**src/rtl/llh_ram.sv**
```systemverilog
module llh_ram #(
	parameter int WIDTH = 32,
	parameter int DEPTH = 32,
	parameter int AW = (DEPTH > 1) ? $clog2(DEPTH) : 1
) (
	input  logic             clk,
	input  logic             we,
	input  logic [AW-1:0]    waddr,
	input  logic [WIDTH-1:0] wdata,
	input  logic             re,
	input  logic [AW-1:0]    raddr,
	output logic [WIDTH-1:0] rdata
);

	logic [WIDTH-1:0] mem [DEPTH];

	// One write port and one registered read port.
	always_ff @(posedge clk) begin
		if (we) begin
			mem[waddr] <= wdata;
		end
		if (re) begin
			rdata <= mem[raddr];
		end
	end

endmodule

```
**config.mk**
```make
export PLATFORM = sky130hd
export DESIGN_NAME = llh_ram
export DESIGN_NICKNAME = d
export VERILOG_FILES = /design/src/rtl/llh_ram.sv
export SDC_FILE = /design/constraint.sdc
export NUM_CORES = 1
export LEC_CHECK = 0
export BUFFER_PORTS_ARGS = -buffer_cell sky130_fd_sc_hd__buf_2
export CORE_ASPECT_RATIO = 1.4
export CORE_UTILIZATION = 50
export DETAILED_ROUTE_END_ITERATION = 10
export PLACE_DENSITY = 0.73
export SLEW_MARGIN = 25
export SYNTH_ARGS = -nofsm -noshare
export SYNTH_HDL_FRONTEND = slang
export SYNTH_SLANG_ARGS = --single-unit
```
**constraint.sdc**
```tcl
create_clock -name clk -period 2.35 [get_ports clk]
set_input_delay 0 -clock clk [delete_from_list [all_inputs] [get_ports clk]]
set_output_delay 0 -clock clk [all_outputs]
set_load 0.03 [all_outputs]
```
==> results.json, run 1 <==
{
  "multiInputGateArea_um2": 8610,
  "grt_pass1_vias": 22100,
  "period_share_pct": 61.9,
  "critPathLaunchType": "flop",
  "antenna_found_initial": 6,
  "fmax_ghz": 0.688,
  "power_frac_seq_pct": 56.4,
  "cts_root_buffer": "clkbuf_16",
  "fillers": 5854,
  "rsz0062_at_grt": "no",
  "yosys.area.top_type": "edfxtp_1",
  "core_um2": 80600,
  "p_clk_share_pct": 37.9,
  "hp-class": "in2reg",
  "cp.arrival_ns": 1.45,
  "status": "finished, final reports clean",
  "layout.cells.non_filler": 3582,
  "p_leak_uw": 0.0162,
  "htree_levels": 3,
  "maxSlewViolCount": 0,
  "p_sw_uw": 7920,
  "synth_area_leaders": "edfxtp_1, mux2i_1, a22oi_1",
  "drt_iter0_markers": 1973,
  "clk_path_buf_depth": 3,
  "cts_tree": "done",
  "worstSetupPathType": "reg2out",
  "drc": 0,
  "switching_share_pct": 21.2,
  "netlist.area_leader.share_pct": 77.7,
  "synth_top_family_by_area": "multiplexers",
  "rows": 123,
  "yosys_warnings": 0,
  "gr-total-overflow": 0,
  "synthXorXnorAreaFrac_pct": 0,
  "synthAdderAreaFrac_pct": 0,
  "finalHoldViolCount": 0,
  "use_met2_pct": 41.1,
  "min_period_ns": 1.45,
  "worstSkewPairLatency_ns": 0.66,
  "ios": 77,
  "tightestPinTransition_ns": 0.672,
  "dp.cells": 3384,
  "drive_above_1_share_pct": 14.0,
  "endpoint_kind": "primary output",
  "die_y_um": 340,
  "fin_util_pct": 57.9,
  "crit_chain": "buf_2",
  "setup_viol": 0,
  "synth.avg_cell_area_um2": 18.1,
  "areaGrowthSynthToFinish_pct": 14.5,
  "use_met3_pct": 3.30,
  "required_ns": 2.35,
  "grt_max_degree": 71,
  "crit_path_top_delay_cell": "edfxtp_1",
  "use_met1_pct": 29.0,
  "cp_num_buf_inv": 1,
  "place_hpwl_um": 53300,
  "io_buffers": 76,
  "synth.most_common_cell": "edfxtp_1",
  "netlist_top_cells_count": "edfxtp_1, mux2i_1, nand2_1, nand3_1",
  "gp_congestion": 0.823,
  "synthSimpleGateAreaFrac_pct": 3.08,
  "vias_per_cell": 6.07,
  "path_delay_family": "flip-flops",
  "ys_ff_latch": 1056,
  "first_pass_iters": 5,
  "dieWidth_um": 243,
  "layout.nets": 2490,
  "cap_violations": 0,
  "synthFlopType": "edfxtp_1",
  "synth_area_um2": 40800,
  "drt-total-wl_um": 96600,
  "drtAntennaViolNets": 0,
  "pwr-share-comb_pct": 5.7,
  "cp_max_fo": 2,
  "busiest_layer": "met2",
  "clock_sinks": 1056,
  "dieArea_um2": 82800,
  "cts_resized": 0,
  "synthArstFlopShare_pct": 0,
  "slew_headroom_pct": 55.1,
  "synth_cell_type_count": 24,
  "ys_seq_area_share_pct": 77.7,
  "muxShareOfSynthArea_pct": 12.6,
  "initial_core_util_pct": 50.6,
  "grt_pass1_wl_um": 142000,
  "synth_nets": 2305,
  "synth_edf_count": 1056,
  "num_vias": 21800,
  "register_area_um2": 31700,
  "grt_use_total_pct": 23.4,
  "wl_per_cell_um": 27.0,
  "clk_pin_slew_ns": 0.06,
  "skew_ns": 0.0190,
  "peakVddDrop_v": 0.000526,
  "synth_compound_area_share_pct": 4.81,
  "cellPowerDensity_nw_per_um2": 801,
  "cts_buffers": 88,
  "syn-instance-count": 2260,
  "critical-path-max-stage-delay_ns": 0.55,
  "p_int_uw": 29500,
  "post_cts_buffers": 0
}
## area by class of cell
| class | count | share of cell area (%) |
|---|---|---|
| Sequential cell | 1056 | 67.9 |
| Clock inverter | 53 | 1.03 |
| Multi-Input combinational cell | 1077 | 18.4 |
| Tap cell | 1062 | 2.84 |
| Timing Repair Buffer | 222 | 4.91 |
| Antenna cell | 2 | 0.0107 |
| Clock buffer | 110 | 4.89 |
## registers in the layout, indices dropped and copies added (netlist names)
signal	count
mem	1024
rdata	32
## cells in the final DEF, fill, tap and decap left out, drive strengths merged
cell type	netlist	layout
diode	0	2
edfxtp	1056	1056
nand3b	5	5
dlygate4sd3	0	33
a22o	64	64
clkbuf	48	110
nand2	98	98
nand2b	2	2
and2b	1	1
nor3	32	32
and2	1	1
buf	79	189
nor2b	1	1
nand3	98	98
a22oi	96	96
or3b	3	3
clkinvlp	0	3
mux2i	512	512
inv	0	8
a21oi	96	96
or2	1	1
clkinv	0	35
bufinv	0	7
nor2	34	34
or3	1	1
a31oi	32	32
## cells by family after synthesis
kind of cell / count (synthesis)
AO/OA/AOI/OAI: 288
buffers and inverters: 127
flip-flops: 1056
multiplexers: 512
AND/OR/NAND/NOR: 277
## repair_timing
| item | 4_1_cts | 5_1_grt |
|---|---|---|
| hold endpoints to repair | 1056 | 0 |
| setup endpoints to repair | 0 | 0 |
| hold buffers | 33 | 0 |
## worst paths after layout
check                           slack (ns)            startpoint                   to  cells past startpoint
worst min-delay path                  0.09              raddr[3]   rdata[3]$_DFFE_PP_                      5
worst min register to register        0.66  mem[10][2]$_DFFE_PP_   rdata[2]$_DFFE_PP_                      4
worst max register to register        0.90  mem[0][25]$_DFFE_PP_  rdata[25]$_DFFE_PP_                      5
worst max-delay path                  0.90   rdata[10]$_DFFE_PP_            rdata[10]                      1
## power groups by stage
| stage | Sequential (µW) | Combinational (µW) | Clock [µW] |
|---|---|---|---|
| floorplan | 21600 | 1080 | 0 |
| finish | 21100 | 2140 | 14200 |
| global placement | 21500 | 2030 | 0 |
| detailed placement | 21500 | 2090 | 0 |
| CTS | 21100 | 2140 | 14300 |
| global route | 21100 | 2270 | 15000 |
## layer usage
layer / vias up / part of all wire (%)
met1: 11200 / 38
met2: 939 / 52
met4: 8 / 3.9
met3: 221 / 6.6
li1: 9373 / -
met5: - / 0.048
## metrics by stage
stage	area, µm²	hold WS [ns]	worst slack (ns)	power, µW	setup TNS, ns
CTS	46700	0.0571	0.865	37600	0
floorplan	40800	0.0989	-0.0841	22700	-20.59
detailed placement	43600	0.484	0.463	23600	0
global route	46700	0.104	0.819	38400	0
finish	46700	0.0912	0.896	37400	0
global placement	43600	0.479	0.471	23500	0
Note: power is estimated with default switching activity, not from simulation.
==> inputs of run 2 (changes only) <==
Clock period 2.35 ns to 1.3 ns, I/O delays scaled along.
==> results.json, run 2 (synthesis gave the netlist of run 1 again) <==
{
  "status": "complete, but fails checks",
  "violations": "setup timing",
  "gr-total-overflow": 0,
  "dp.cells": 3523,
  "place_hpwl_um": 63100,
  "io_buffers": 76,
  "critPathLaunchType": "flop",
  "top_register": "mem",
  "min_period_ns": 1.46,
  "grt_use_total_pct": 24.6,
  "grt_pass1_vias": 23100,
  "largest_reg_flops": 1024,
  "fmax_ghz": 0.687,
  "most-common-layout-cells": "edfxtp_1, mux2i_1, buf_4, buf_12, nand2_1",
  "period_share_pct": 112,
  "cap_violations": 0,
  "first_pass_iters": 5,
  "reg_top3": "mem x1024, rdata x32",
  "cts_tree": "done",
  "cellPowerDensity_nw_per_um2": 1410,
  "setup_viol": 21,
  "layout.cells.most_common": "edfxtp_1",
  "initial_core_util_pct": 50.6,
  "antenna_found_initial": 4,
  "drt_iter0_markers": 1835,
  "cp_max_fo": 1,
  "crit_chain": "mux2i_1 -> a22o_1 -> nor3_2 -> a31oi_2 -> nand3_1",
  "dieArea_um2": 82800,
  "clock_sinks": 1056,
  "required_ns": 1.67,
  "worstSetupPathType": "reg2reg",
  "cts_buffers": 89,
  "path_delay_family": "compound AO/OA/AOI/OAI gates",
  "post_cts_buffers": 0,
  "drive_above_1_share_pct": 19.5,
  "crit_path_top_delay_cell": "edfxtp_1",
  "rsz0062_at_grt": "yes",
  "fillers": 5597,
  "finalHoldViolCount": 0,
  "grt_max_degree": 39,
  "cp_num_buf_inv": 0,
  "wl_per_cell_um": 27.3,
  "endpoint_kind": "flop",
  "drc": 0,
  "p_leak_uw": 0.0172,
  "skew_ns": 0.0192,
  "critical-path-max-stage-delay_ns": 0.38,
  "areaGrowthSynthToFinish_pct": 19.8,
  "slew_headroom_pct": 57.7,
  "hp-class": "in2reg",
  "layout.cells.non_filler": 3712,
  "core_um2": 80600,
  "die_y_um": 340,
  "clk_pin_slew_ns": 0.07,
  "maxSlewViolCount": 0,
  "drt-total-wl_um": 101000,
  "grt_pass1_wl_um": 148000,
  "cts_root_buffer": "clkbuf_16",
  "rows": 123,
  "drtAntennaViolNets": 0,
  "gp_congestion": 0.825,
  "vias_per_cell": 6.01,
  "timing.final.ws_setup_ns": -0.157,
  "worstSkewPairLatency_ns": 0.66,
  "num_vias": 22300,
  "peakVddDrop_v": 0.000958,
  "dieWidth_um": 243,
  "fin_util_pct": 60.6,
  "ios": 77,
  "clk_path_buf_depth": 3,
  "htree_levels": 3,
  "layout.nets": 2629,
  "cp.arrival_ns": 1.83,
  "tightestPinTransition_ns": 0.635
}
[run 2: changes by cell type in the layout (fill, tap and decap cells not counted), sizes merged]
cell,before,now
buf,189,327
bufinv,7,11
clkbuf,110,104
clkinv,35,29
clkinvlp,3,6
diode,2,3
inv,8,4
[run 2: layout make-up]
class                   count  area (µm²)  area share [%]
diodes                      3        7.51          0.0154
clock buffers             104        2330            4.76
clock inverters            50         543            1.11
multi-input cells        1077        8720            17.8
flip-flops and latches   1056       31700            64.8
well taps                1062        1330            2.72
repair buffers            360        4270            8.72
[run 2: timing repair]
action,4_1_cts,5_1_grt
hold buffers,33,0
gates resized for setup,36,7
endpoints found under the setup margin,30,37
pin swaps,18,22
endpoints found under the hold margin,1056,0
[run 2: per-stage QoR]
step / power [µW] / instance area (µm²) / TNS, ns / hold slack [ns] / worst slack, ns
2_1_floorplan: 41000 / 41100 / -247.62 / 0.0989 / -0.384
3_3_place_gp: 42900 / 45500 / -81.28 / 0.471 / -0.467
3_5_place_dp: 43100 / 45500 / -102.01 / 0.487 / -0.498
4_1_cts: 69400 / 48900 / -1.33 / 0.0185 / -0.113
5_1_grt: 70900 / 48900 / -2.80 / 0.0620 / -0.216
6_report: 69100 / 48900 / -1.14 / 0.0546 / -0.157
[run 2: final timing paths]
check	from	to	slack (ns)	cells past startpoint
hold / removal	raddr[2]	rdata[13]$_DFFE_PP_	0.05	6
setup reg to reg	mem[7][5]$_DFFE_PP_	rdata[5]$_DFFE_PP_	-0.16	5
hold reg to reg	mem[16][3]$_DFFE_PP_	rdata[3]$_DFFE_PP_	0.68	4
setup / recovery	mem[7][5]$_DFFE_PP_	rdata[5]$_DFFE_PP_	-0.16	5
[run 2: worst reg2reg max path: stages, from the launching register on]
cell,delay (ns)
edfxtp_1,0.38
mux2i_1,0.19
a22o_1,0.22
nor3_2,0.05
a31oi_2,0.23
nand3_1,0.12
[run 2: metal layers]
layer	global-route usage [%]	wire length, µm
met1	29.9	37900
met2	43.8	53100
met3	3.25	6380
met4	10.9	3850
met5	0	40
[run 2: where the power goes]
part	switching, µW	internal, µW
clock	11600	15000
combinational	2620	1760
sequential	179	38000
total	14400	54700
